File: src/rtl/vstc_pkg.sv
`timescale 1ns / 1ps

package vstc_pkg;

  // field widths
  localparam int CLK_W      = 32;
  localparam int LIM_W      = 20;
  localparam int BG_W       = 20;
  localparam int SINCE_W    = 16;
  localparam int ANGLE_BITS = 12;
  localparam int TOL_W      = 12;
  localparam int CFG_IDX_W  = 3;
  localparam int CFG_DATA_W = 20;

  // timing
  localparam int TICK_MS_DEF    = 100;
  localparam int DIR_FRESH_MS   = 1000;
  localparam int SRC_AGE_MAX_MS = 500;
  localparam int RING_SPEECH_MS = 400;
  localparam logic [BG_W-1:0] BG_MAX = {BG_W{1'b1}};

  // register reset values
  localparam logic [LIM_W-1:0] SILENCE_RST   = LIM_W'(2000);
  localparam logic [LIM_W-1:0] NO_SPEECH_RST = LIM_W'(8000);
  localparam logic [LIM_W-1:0] MAX_SESS_RST  = LIM_W'(60000);
  localparam logic [TOL_W-1:0] TOL_RST       = TOL_W'(455);

  typedef enum logic [CFG_IDX_W-1:0] {
    CFG_SILENCE   = 3'd0,
    CFG_NO_SPEECH = 3'd1,
    CFG_MAX_SESS  = 3'd2,
    CFG_PIN_EN    = 3'd3,
    CFG_FILT_EN   = 3'd4,
    CFG_TOL       = 3'd5
  } cfg_idx_t;

  typedef enum logic [2:0] {
    CAUSE_NONE      = 3'd0,
    CAUSE_SILENCE   = 3'd1,
    CAUSE_NO_SPEECH = 3'd2,
    CAUSE_TOO_LONG  = 3'd3,
    CAUSE_LINK_LOST = 3'd4
  } cause_t;

  typedef enum logic [1:0] {
    RING_NONE   = 2'd0,
    RING_WAKE   = 2'd1,
    RING_SPEECH = 2'd2
  } ring_t;

  typedef struct packed {
    logic                  wake_event;
    logic                  room_link_up;
    logic                  timer_ringing;
    logic [SINCE_W-1:0]    since_speech_ms;
    logic [ANGLE_BITS-1:0] fixed_angle;
    logic                  fixed_angle_ok;
    logic [ANGLE_BITS-1:0] auto_angle;
    logic                  auto_angle_ok;
  } in_word_t;

  typedef struct packed {
    logic                  session_on;
    logic                  session_opened;
    cause_t                close_cause;
    ring_t                 ring_stop;
    logic                  wake_rejected;
    logic                  pin_command;
    logic                  unpin_command;
    logic [ANGLE_BITS-1:0] pin_angle;
    logic [ANGLE_BITS-1:0] shown_angle;
    logic                  shown_angle_ok;
    logic                  speaker_heard;
    logic [BG_W-1:0]       background_ms;
  } out_word_t;

endpackage

File: src/rtl/voice_session_timeout_controller_top.sv
`timescale 1ns / 1ps

// Voice session timeout controller. Each input word is one tick of TICK_MS
// milliseconds; each produces exactly one result word. Words pass through an
// input register, then session logic that updates the state and loads the
// result register, so a word can be taken every cycle while the result
// register is free or being drained; a result waits on out_* while out_ready
// is held low. The combinational state update between the two registers
// sets that one-word-per-cycle rate. Configuration writes through cfg_we/
// cfg_index/cfg_wdata take effect at once; write only while no word is in
// flight. Indexes above 5 are ignored. close_cause and ring_stop use the
// codes of vstc_pkg::cause_t and vstc_pkg::ring_t.

module voice_session_timeout_controller_top #(
  parameter int TICK_MS = vstc_pkg::TICK_MS_DEF
) (
  input  logic                            clk,
  input  logic                            rst_n,

  input  logic                            in_valid,
  output logic                            in_ready,
  input  logic                            in_wake_event,
  input  logic                            in_room_link_up,
  input  logic                            in_timer_ringing,
  input  logic [vstc_pkg::SINCE_W-1:0]    in_since_speech_ms,
  input  logic [vstc_pkg::ANGLE_BITS-1:0] in_fixed_angle,
  input  logic                            in_fixed_angle_ok,
  input  logic [vstc_pkg::ANGLE_BITS-1:0] in_auto_angle,
  input  logic                            in_auto_angle_ok,

  output logic                            out_valid,
  input  logic                            out_ready,
  output logic                            out_session_on,
  output logic                            out_session_opened,
  output logic [2:0]                      out_close_cause,
  output logic [1:0]                      out_ring_stop,
  output logic                            out_wake_rejected,
  output logic                            out_pin_command,
  output logic                            out_unpin_command,
  output logic [vstc_pkg::ANGLE_BITS-1:0] out_pin_angle,
  output logic [vstc_pkg::ANGLE_BITS-1:0] out_shown_angle,
  output logic                            out_shown_angle_ok,
  output logic                            out_speaker_heard,
  output logic [vstc_pkg::BG_W-1:0]       out_background_ms,

  input  logic                            cfg_we,
  input  logic [vstc_pkg::CFG_IDX_W-1:0]  cfg_index,
  input  logic [vstc_pkg::CFG_DATA_W-1:0] cfg_wdata
);

  localparam int CW = vstc_pkg::CLK_W;
  localparam int AW = vstc_pkg::ANGLE_BITS;
  localparam int BW = vstc_pkg::BG_W;
  localparam int LW = vstc_pkg::LIM_W;
  localparam int SW = vstc_pkg::SINCE_W;

  localparam logic [CW-1:0] TICK        = CW'(TICK_MS);
  localparam logic [SW:0]   SPEECH_LIM  = (SW + 1)'(2 * TICK_MS);
  localparam logic [SW:0]   RING_LIM    = (SW + 1)'(vstc_pkg::RING_SPEECH_MS);
  localparam logic [CW-1:0] DIR_FRESH   = CW'(vstc_pkg::DIR_FRESH_MS);
  localparam logic [CW-1:0] SRC_FRESH   = CW'(vstc_pkg::SRC_AGE_MAX_MS);
  localparam logic [BW:0]   BG_TICK     = (BW + 1)'(TICK_MS);

  // ---------------------------------------------------------------------
  // Configuration registers
  // ---------------------------------------------------------------------
  logic [LW-1:0]                silence_lim_r, no_speech_lim_r, max_sess_r;
  logic                         pin_en_r, filt_en_r;
  logic [vstc_pkg::TOL_W-1:0]   tol_r;

  always_ff @(posedge clk) begin
    if (!rst_n) begin
      silence_lim_r   <= vstc_pkg::SILENCE_RST;
      no_speech_lim_r <= vstc_pkg::NO_SPEECH_RST;
      max_sess_r      <= vstc_pkg::MAX_SESS_RST;
      pin_en_r        <= 1'b1;
      filt_en_r       <= 1'b0;
      tol_r           <= vstc_pkg::TOL_RST;
    end else if (cfg_we) begin
      unique case (cfg_index)
        vstc_pkg::CFG_SILENCE:   silence_lim_r   <= cfg_wdata[LW-1:0];
        vstc_pkg::CFG_NO_SPEECH: no_speech_lim_r <= cfg_wdata[LW-1:0];
        vstc_pkg::CFG_MAX_SESS:  max_sess_r      <= cfg_wdata[LW-1:0];
        vstc_pkg::CFG_PIN_EN:    pin_en_r        <= cfg_wdata[0];
        vstc_pkg::CFG_FILT_EN:   filt_en_r       <= cfg_wdata[0];
        vstc_pkg::CFG_TOL:       tol_r           <= cfg_wdata[vstc_pkg::TOL_W-1:0];
        default: ;
      endcase
    end
  end

  // ---------------------------------------------------------------------
  // Input register and result register handshake
  // ---------------------------------------------------------------------
  vstc_pkg::in_word_t  in_word_r;
  vstc_pkg::out_word_t out_word_r, out_word_nxt;
  logic                in_full_r, out_valid_r;
  logic                step;

  // a word moves on when the result register is free or being drained
  assign step     = in_full_r && (!out_valid_r || out_ready);
  assign in_ready = !in_full_r || step;

  always_ff @(posedge clk) begin
    if (!rst_n) begin
      in_full_r   <= 1'b0;
      out_valid_r <= 1'b0;
    end else begin
      if (in_ready) in_full_r <= in_valid;
      if (step) out_valid_r <= 1'b1;
      else if (out_ready) out_valid_r <= 1'b0;
    end
  end

  always_ff @(posedge clk) begin
    if (in_valid && in_ready) begin
      in_word_r.wake_event      <= in_wake_event;
      in_word_r.room_link_up    <= in_room_link_up;
      in_word_r.timer_ringing   <= in_timer_ringing;
      in_word_r.since_speech_ms <= in_since_speech_ms;
      in_word_r.fixed_angle     <= in_fixed_angle;
      in_word_r.fixed_angle_ok  <= in_fixed_angle_ok;
      in_word_r.auto_angle      <= in_auto_angle;
      in_word_r.auto_angle_ok   <= in_auto_angle_ok;
    end
    if (step) out_word_r <= out_word_nxt;
  end

  // ---------------------------------------------------------------------
  // Session state
  // ---------------------------------------------------------------------
  logic [CW-1:0] clock_r, start_r, last_speech_r, last_dir_r, src_time_r;
  logic [CW-1:0] clock_nxt, start_nxt, last_speech_nxt, last_dir_nxt, src_time_nxt;
  logic [AW-1:0] tracked_r, pinned_r, src_angle_r;
  logic [AW-1:0] tracked_nxt, pinned_nxt, src_angle_nxt;
  logic          active_r, tracked_ok_r, heard_r, pinned_ok_r, beam_pinned_r, src_ok_r;
  logic          active_nxt, tracked_ok_nxt, heard_nxt, pinned_ok_nxt, beam_pinned_nxt;
  logic          src_ok_nxt;
  logic [BW-1:0] bg_r, bg_nxt;

  always_ff @(posedge clk) begin
    if (!rst_n) begin
      clock_r       <= '0;
      start_r       <= '0;
      last_speech_r <= '0;
      last_dir_r    <= '0;
      src_time_r    <= '0;
      tracked_r     <= '0;
      pinned_r      <= '0;
      src_angle_r   <= '0;
      active_r      <= 1'b0;
      tracked_ok_r  <= 1'b0;
      heard_r       <= 1'b0;
      pinned_ok_r   <= 1'b0;
      beam_pinned_r <= 1'b0;
      src_ok_r      <= 1'b0;
      bg_r          <= '0;
    end else if (step) begin
      clock_r       <= clock_nxt;
      start_r       <= start_nxt;
      last_speech_r <= last_speech_nxt;
      last_dir_r    <= last_dir_nxt;
      src_time_r    <= src_time_nxt;
      tracked_r     <= tracked_nxt;
      pinned_r      <= pinned_nxt;
      src_angle_r   <= src_angle_nxt;
      active_r      <= active_nxt;
      tracked_ok_r  <= tracked_ok_nxt;
      heard_r       <= heard_nxt;
      pinned_ok_r   <= pinned_ok_nxt;
      beam_pinned_r <= beam_pinned_nxt;
      src_ok_r      <= src_ok_nxt;
      bg_r          <= bg_nxt;
    end
  end

  // ---------------------------------------------------------------------
  // Tick logic: wake handling, direction polling, then session checks
  // ---------------------------------------------------------------------
  logic [CW-1:0] now;
  logic          wake_idle, ring_by_wake, open_sess, rejected, dir_fresh, do_pin;
  logic          speech;

  // state after the wake step
  logic [CW-1:0] start_w, last_speech_w;
  logic          active_w, heard_w, src_ok_w, pinned_ok_w, beam_pinned_w;
  logic [AW-1:0] pinned_w;
  logic [BW-1:0] bg_w;

  // source direction after polling
  logic          src_take;
  logic [CW-1:0] src_time_d, src_age;
  logic [AW-1:0] src_angle_d;
  logic          src_ok_d;

  logic [AW-1:0] ang_d, ang_e, ang_min;
  logic          from_speaker, talk;
  logic [BW:0]   bg_sum;
  logic [CW-1:0] age, quiet;
  vstc_pkg::cause_t cause;
  vstc_pkg::ring_t  ring;

  assign now       = clock_r + TICK;
  assign clock_nxt = now;
  assign speech    = {1'b0, in_word_r.since_speech_ms} < SPEECH_LIM;

  assign wake_idle    = in_word_r.wake_event && !active_r;
  assign ring_by_wake = wake_idle && in_word_r.timer_ringing;
  assign open_sess    = wake_idle && !in_word_r.timer_ringing && in_word_r.room_link_up;
  assign rejected     = wake_idle && !in_word_r.timer_ringing && !in_word_r.room_link_up;
  assign dir_fresh    = tracked_ok_r && ((now - last_dir_r) <= DIR_FRESH);
  assign do_pin       = open_sess && pin_en_r && dir_fresh;

  assign active_w      = active_r || open_sess;
  assign start_w       = open_sess ? now : start_r;
  assign last_speech_w = open_sess ? now : last_speech_r;
  assign heard_w       = open_sess ? 1'b0 : heard_r;
  assign src_ok_w      = open_sess ? 1'b0 : src_ok_r;
  assign bg_w          = open_sess ? '0 : bg_r;
  assign pinned_w      = do_pin ? tracked_r : pinned_r;
  // with pinning enabled, an open without a fresh direction drops the pin
  assign pinned_ok_w   = (open_sess && pin_en_r) ? dir_fresh : pinned_ok_r;
  assign beam_pinned_w = do_pin || beam_pinned_r;

  // tracked direction: fixed beam while pinned, dominant source otherwise
  always_comb begin
    tracked_nxt    = tracked_r;
    last_dir_nxt   = last_dir_r;
    tracked_ok_nxt = tracked_ok_r;
    if (beam_pinned_w ? in_word_r.fixed_angle_ok : in_word_r.auto_angle_ok) begin
      tracked_nxt    = beam_pinned_w ? in_word_r.fixed_angle : in_word_r.auto_angle;
      last_dir_nxt   = now;
      tracked_ok_nxt = 1'b1;
    end
  end

  assign src_take    = beam_pinned_w && in_word_r.auto_angle_ok;
  assign src_angle_d = src_take ? in_word_r.auto_angle : src_angle_r;
  assign src_time_d  = src_take ? now : src_time_r;
  assign src_ok_d    = src_take || src_ok_w;
  // a sample taken this tick has age zero
  assign src_age     = src_take ? '0 : (now - src_time_r);

  // wrapped distance between source and pinned direction
  assign ang_d   = src_angle_d - pinned_w;
  assign ang_e   = AW'(0) - ang_d;
  assign ang_min = (ang_d < ang_e) ? ang_d : ang_e;

  always_comb begin
    if (!filt_en_r || !pinned_ok_w || !beam_pinned_w) begin
      from_speaker = 1'b1;
    end else if (!src_ok_d || (src_age > SRC_FRESH)) begin
      from_speaker = 1'b1;
    end else begin
      from_speaker = {{(vstc_pkg::TOL_W - AW){1'b0}}, ang_min} <= tol_r;
    end
  end

  assign talk   = active_w && speech && from_speaker;
  assign bg_sum = {1'b0, bg_w} + BG_TICK;

  always_comb begin
    last_speech_nxt = last_speech_w;
    heard_nxt       = heard_w;
    bg_nxt          = bg_w;
    if (active_w && speech) begin
      if (from_speaker) begin
        last_speech_nxt = now;
        heard_nxt       = 1'b1;
      end else begin
        bg_nxt = bg_sum[BW] ? vstc_pkg::BG_MAX : bg_sum[BW-1:0];
      end
    end
  end

  // speaker speech this tick resets the silence age to zero
  assign age   = now - start_w;
  assign quiet = talk ? '0 : (now - last_speech_w);

  always_comb begin
    cause = vstc_pkg::CAUSE_NONE;
    if (active_w) begin
      priority if (heard_nxt && (quiet > {{(CW - LW){1'b0}}, silence_lim_r})) begin
        cause = vstc_pkg::CAUSE_SILENCE;
      end else if (!heard_nxt && (age > {{(CW - LW){1'b0}}, no_speech_lim_r})) begin
        cause = vstc_pkg::CAUSE_NO_SPEECH;
      end else if (age > {{(CW - LW){1'b0}}, max_sess_r}) begin
        cause = vstc_pkg::CAUSE_TOO_LONG;
      end else if (!in_word_r.room_link_up) begin
        cause = vstc_pkg::CAUSE_LINK_LOST;
      end else begin
        cause = vstc_pkg::CAUSE_NONE;
      end
    end
  end

  // a stop by wake wins over a stop by speech in the same tick
  always_comb begin
    ring = vstc_pkg::RING_NONE;
    if (ring_by_wake) begin
      ring = vstc_pkg::RING_WAKE;
    end else if (!active_w && in_word_r.timer_ringing &&
                 ({1'b0, in_word_r.since_speech_ms} < RING_LIM)) begin
      ring = vstc_pkg::RING_SPEECH;
    end
  end

  assign active_nxt      = active_w && (cause == vstc_pkg::CAUSE_NONE);
  assign beam_pinned_nxt = beam_pinned_w && (cause == vstc_pkg::CAUSE_NONE);
  assign pinned_ok_nxt   = pinned_ok_w && (cause == vstc_pkg::CAUSE_NONE);
  assign start_nxt       = start_w;
  assign pinned_nxt      = pinned_w;
  assign src_angle_nxt   = src_angle_d;
  assign src_time_nxt    = src_time_d;
  assign src_ok_nxt      = src_ok_d;

  always_comb begin
    out_word_nxt.session_on     = active_nxt;
    out_word_nxt.session_opened = open_sess;
    out_word_nxt.close_cause    = cause;
    out_word_nxt.ring_stop      = ring;
    out_word_nxt.wake_rejected  = rejected;
    out_word_nxt.pin_command    = do_pin;
    out_word_nxt.unpin_command  = beam_pinned_w && (cause != vstc_pkg::CAUSE_NONE);
    out_word_nxt.pin_angle      = do_pin ? tracked_r : '0;
    out_word_nxt.shown_angle    = tracked_nxt;
    out_word_nxt.shown_angle_ok = tracked_ok_nxt;
    out_word_nxt.speaker_heard  = heard_nxt;
    out_word_nxt.background_ms  = bg_nxt;
  end

  // ---------------------------------------------------------------------
  // Result ports
  // ---------------------------------------------------------------------
  assign out_valid          = out_valid_r;
  assign out_session_on     = out_word_r.session_on;
  assign out_session_opened = out_word_r.session_opened;
  assign out_close_cause    = out_word_r.close_cause;
  assign out_ring_stop      = out_word_r.ring_stop;
  assign out_wake_rejected  = out_word_r.wake_rejected;
  assign out_pin_command    = out_word_r.pin_command;
  assign out_unpin_command  = out_word_r.unpin_command;
  assign out_pin_angle      = out_word_r.pin_angle;
  assign out_shown_angle    = out_word_r.shown_angle;
  assign out_shown_angle_ok = out_word_r.shown_angle_ok;
  assign out_speaker_heard  = out_word_r.speaker_heard;
  assign out_background_ms  = out_word_r.background_ms;

endmodule
File: config.mk
export PLATFORM = sky130hd
export DESIGN_NAME = voice_session_timeout_controller_top
export DESIGN_NICKNAME = d
export VERILOG_FILES = /design/src/rtl/vstc_pkg.sv /design/src/rtl/voice_session_timeout_controller_top.sv
export SDC_FILE = /design/constraint.sdc
export NUM_CORES = 1
export LEC_CHECK = 0
export BUFFER_PORTS_ARGS = -buffer_cell sky130_fd_sc_hd__buf_4
export CORE_MARGIN = 2
export CORE_UTILIZATION = 40
export DETAILED_ROUTE_END_ITERATION = 8
export RECOVER_POWER = 25
export SLEW_MARGIN = 25
export SYNTH_ARGS = -nofsm -noshare
export SYNTH_HDL_FRONTEND = slang
export SYNTH_SLANG_ARGS = --single-unit
export TNS_END_PERCENT = 1
File: constraint.sdc
create_clock -name clk -period 37.5 [get_ports clk]
set_clock_uncertainty 0.05 [all_clocks]
set_input_delay 7.5 -clock clk [delete_from_list [all_inputs] [get_ports clk]]
set_output_delay 7.5 -clock clk [all_outputs]
set_load 0.05 [all_outputs]
== Word level (Yosys, flattened, before mapping) ==
Cells that the tools add are included.
Storage, ports and cells
  word-level logic and storage cells: 149
  latch bits: 0
  bits in registers: 399
  RAM bits: 0
  memories: 0
  ROM bits: 0
  input bits: 73
  output and inout port bits: 58
Cells by class
  add/subtract/negate cells: 8
  reductions and logical operators: 52
  magnitude comparators: 9
  equal/unequal tests: 5
  multipliers: 0
  divide/modulo/power cells: 0
  mux-type cells: 32
  shift-type cells: 0
  bitwise operators: 0
Operators with widths (number)
  32-bit two-way mux: 6
  32-bit subtractor: 4
  32-bit by 20-bit > comparator with 1-bit output: 3
  20-bit two-way mux: 4
  12-bit two-way mux: 5
  32-bit by 7-bit adder with 32-bit output, second input constant: 1
  32-bit by 9-bit > comparator with 1-bit output, second input constant: 1
  32-bit by 10-bit <= comparator with 1-bit output, second input constant: 1
  20-bit by 7-bit adder with 21-bit output, second input constant: 1
  1-bit logical AND: 21
  16-bit by 8-bit < comparator with 1-bit output, second input constant: 1
  16-bit by 9-bit < comparator with 1-bit output, second input constant: 1
  2-bit AND reduction: 8
  3-bit two-way mux: 5
  12-bit <= comparator: 1
  12-bit < comparator: 1
  1-bit by 12-bit subtractor with 12-bit output, first input constant: 1
  12-bit subtractor: 1
  1-bit zero test: 11
  1-bit two-way mux: 11
  1-bit logical OR: 8
  3-bit by 2-bit == test with 1-bit output, second input constant: 2
  3-bit == test, second input constant: 2
  3-bit zero test: 2
  4 further kinds: 4

== Longest topological paths before layout ==
  depth after elaboration: 25
  gate-level depth with buffers: 66
  depth with buffers taken out: 64

== Least setup slack after synthesis ==
Ideal clock, no wire load.
  path type: in2out
  from: input out_ready
  to: output in_ready
  buffers on the path: 0
  required time: 29.950 ns
  path slack: 21.946 ns
  data arrival time: 8.004 ns
  cell stages on the path: 2
  cell sequence: nor2b_1 > nand2_1
On the way
  cells in the longest elaborated chain, start to end: 3
RTL lines
  start: declaration: RTL line voice_session_timeout_controller_top.sv:32  | input logic out_ready,
  1-bit logical OR: RTL line voice_session_timeout_controller_top.sv:101  | assign step = in_full_r && (!out_valid_r || out_ready);
  1-bit logical AND: RTL line voice_session_timeout_controller_top.sv:101
  1-bit logical OR: RTL line voice_session_timeout_controller_top.sv:102  | assign in_ready = !in_full_r || step;
  end: declaration: RTL line voice_session_timeout_controller_top.sv:21  | output logic in_ready,
Every way passes these cells.

==> reports/results.md <==
* 0 — final setup violation count
* 0.4028 ns — worst slack on hold paths
* 33.09% — share of the yosys chip area belonging to registers
* sky130_fd_sc_hd__dfxtp_1 — ys flop type
* 11.79 nW — Leakage Power
* 3,330 — post-synthesis instance total
* max-capacitance violations, max-slew violations — failing checks
* no — setup repair after global routing missed its margin
* 0.06 ns — clock-pin transition on the worst setup and hold timing paths
* 40.94 nW/um2 — power per cell area
* 0 — Synthesis Warnings
* 0 ns — total negative slack for setup checks
* 0.60 ns — clock network latency to the later pin of the worst-skew pair
* sky130_fd_sc_hd__clkbuf_16 — clock tree root driver cell
* 37.79 ns — data required time of the critical path
* done — CTS tree
* -103.9% — Slew headroom
* 96 — largest net degree at the start of global routing
* 8.894% — layout cells sized above 1
* 0 — Antenna Violating Nets Remaining
* 3.058 ns — actual transition at the worst max-transition pin
* 0.3997 mW — NetSw
* 53.38 MHz — Max Clk Rate
* 31.37 uV — Peak supply drop
* 3,616 — Net Count, Synth
* 65,750 um2 — core outline area
* 127 — count of port buffers added during placement
* 18.73 ns — clock period minus worst slack
* 24.29k — Via Count
* 257 — Final Slew Violations
* 5.672 — Via density
* reg -> reg — Crit Path Class
* 46 — total CTS buffers
* 2,012 — iteration-0 DRC count of the detailed router
* 0 — hold buffer count at cts
* 0.9456 — GPL Wtd Cong
* 390 — register bit count reported by yosys
* 22.72k — via count of the first global-routing pass
* 18.77 ns — R2R setup slack
* 32.76% — Sw Share
* 5 — max capacitance violation total
* 68,480 um2 — die area
* 12.22% — area growth from synthesis to layout
* 0 — count of inserted antenna diode cells
* 7.976 um2 — mean post-synth cell area
* 0 — detailed-route DRC error count
* 2 — number of H-tree branching levels
* 0% — Async S/R FF share, synth
* sky130_fd_sc_hd__clkbuf_1 — crit path max-delay cell type
* 130.5 mm — global-route wire length before repair
* 24.21% — global-route usage over all layers
* 0 — final global-route overflow total
* 131 — io pins
* 1.220 mW — overall power after layout
* 40.40% — initial core utilization
* 0 — post-CTS setup-driven buffer insertion count
* 94 — site row count
* 0 — post-cts sizing count
* 36.1% — clock share of power
* 390 — clock sink total
* 19.64 um — wire per inst
* 84.10 mm — routed wire length
* 19.02 ns — WP data arrival
* 28,370 um2 — standard cell area after detailed placement
* 3,668 — fin nets
* reg -> reg — path type of the worst min-delay path
* 19 — critical path peak fanout
* 98 — count of flip-flops with a built-in enable after synthesis
* 6,536 — number of fill cells in the layout
* finished with violations — status
* register — Worst setup EP type
* 26.8% — relative contribution of combinational cells to total power
* 5 — router iterations before antenna repair
* 62.76 mm — Post-DP HPWL
* register — element type at the critical path start
* 3 — maximum count of clock buffers along a single path
* sky130_fd_sc_hd__ha_1 — cell with the most instances on the worst path
* 0.8205 mW — Internal Dissipation
* 261.7 um — height of the die
* 0.92 ns — Crit path largest cell delay
* 29,810 um2 — post-route cell area
* 26,560 um2 — post-synth design cell area
* 261.7 um — Die Width
* 0 — initial antenna violation count
* 49.95% — Tcrit/Tclk final
* 37.0% — power share of the sequential group
* 0 — count of endpoints failing hold in the final timing report
* 90 — synth unique cells
layout by cell type, fill, tap and decap left out, drive strengths merged, types with 30 or more instances in the layout:
| master | instances |
|---|---|
| nand2 | 411 |
| nor2 | 327 |
| dfxtp | 292 |
| a21oi | 281 |
| inv | 213 |
| ha | 210 |
| o21ai | 179 |
| a211oi | 129 |
| buf | 127 |
| clkbuf | 108 |
| edfxtp | 98 |
| xnor2 | 75 |
| nor3 | 73 |
| nand3 | 67 |
| xor2 | 60 |
| o211ai | 57 |
| nand4 | 56 |
| mux2i | 55 |
| a21o | 48 |
| o21a | 42 |
| and3 | 36 |
| nor4 | 36 |
| and2 | 33 |
| nor2b | 30 |
critical path: cells and delay by family, from the launching register on:
family | cells | cell delay (ns)
multiplexers | 2 | 0.73
adder cells (fa/ha/maj) | 6 | 1.98
AO/OA/AOI/OAI | 24 | 4.95
buffers and inverters | 5 | 1.92
XOR/XNOR | 3 | 1.14
AND/OR/NAND/NOR | 25 | 6.99
flip-flops | 1 | 0.66
worst paths after layout:
path	startpoint	to	cells past startpoint
worst min-delay path	no_speech_lim_r[18]	no_speech_lim_r[18]	2
worst min register to register	no_speech_lim_r[18]	no_speech_lim_r[18]	2
worst max register to register	clock_r[2]	out_unpin_command	65
worst max-delay path	clock_r[2]	out_unpin_command	65
per-stage QoR:
step	std cells	util, %	setup slack [ns]
after floorplan	3330	-	21.95
after global placement	4198	43.14	19.47
after detailed placement	4198	43.15	19.72
after CTS	4282	45.36	19.66
after global routing	4282	45.34	17.62
final	4282	45.34	18.77
power groups by stage:
| stage | clock network (mW) | logic [mW] | registers [mW] |
|---|---|---|---|
| global route | 0.466 | 0.362 | 0.453 |
| global placement | 0 | 0.322 | 0.461 |
| finish | 0.441 | 0.327 | 0.452 |
| CTS | 0.451 | 0.324 | 0.452 |
| detailed placement | 0 | 0.322 | 0.461 |
| floorplan | 0 | 0.223 | 0.469 |
synth_stat cells (30+ instances only):
cell	n	share of area [%]
sky130_fd_sc_hd__a211oi_1	129	3.6
sky130_fd_sc_hd__a21o_1	48	1.4
sky130_fd_sc_hd__a21oi_1	280	5.3
sky130_fd_sc_hd__and2_1	32	0.75
sky130_fd_sc_hd__and3_1	36	0.85
sky130_fd_sc_hd__clkbuf_1	144	2.0
sky130_fd_sc_hd__dfxtp_1	292	22
sky130_fd_sc_hd__edfxtp_1	98	11
sky130_fd_sc_hd__ha_1	210	9.9
sky130_fd_sc_hd__inv_1	213	3.0
sky130_fd_sc_hd__mux2i_1	55	2.1
sky130_fd_sc_hd__nand2_1	411	5.8
sky130_fd_sc_hd__nand3_1	67	1.3
sky130_fd_sc_hd__nand4_1	56	1.3
sky130_fd_sc_hd__nor2_1	327	4.6
sky130_fd_sc_hd__nor2b_1	30	0.71
sky130_fd_sc_hd__nor3_1	70	1.3
sky130_fd_sc_hd__nor4_1	35	0.82
sky130_fd_sc_hd__o211ai_1	57	1.6
sky130_fd_sc_hd__o21a_1	42	1.2
sky130_fd_sc_hd__o21ai_0	177	3.3
sky130_fd_sc_hd__xnor2_1	74	2.4
sky130_fd_sc_hd__xor2_1	60	2.0
registers in the layout, indices dropped and copies added, names as in the netlist, 2 cells and up:
register           flops
bg_r                  20
tol_r                 12
out_ring_stop          2
src_angle_r           12
last_dir_r            30
in_word_r             42
silence_lim_r         20
tracked_r             12
max_sess_r            20
pinned_r              12
start_r               32
out_close_cause        3
src_time_r            30
out_shown_angle       12
last_speech_r         32
clock_r               30
out_pin_angle         12
out_background_ms     20
no_speech_lim_r       20
per-layer routing:
metal	wire, um	GRT usage, %	up-vias
met3	4710	3.791	113
met5	0	0	-
met4	2065	6.282	0
li1	-	-	12134
met1	38760	32.99	11443
met2	38560	39.90	599
logic make-up (layout without fill, tap and decap cells):
kind of cell / count (synthesis) / after routing / synth area share [%]
AOI/OAI and AO/OA: 929 / 929 / 22.47
DFF: 390 / 390 / 33.09
muxes: 71 / 71 / 2.751
buffers and inverters: 384 / 472 / 5.535
and+or+nand+nor: 1208 / 1208 / 21.52
xor gates and xnor gates: 135 / 135 / 4.522
adders and majority gates: 213 / 213 / 10.12
cell type report:
| cell class | instances | area [um2] | area share, % |
|---|---|---|---|
| Tap cell | 864 | 1081 | 3.627 |
| Timing Repair Buffer | 175 | 1299 | 4.357 |
| Sequential cell | 390 | 8788 | 29.48 |
| Clock buffer | 60 | 1224 | 4.105 |
| Multi-Input combinational cell | 2556 | 16380 | 54.95 |
| Clock inverter | 24 | 231.5 | 0.7766 |
| Inverter | 213 | 804.5 | 2.699 |
Power figures use the tool's default switching activity.
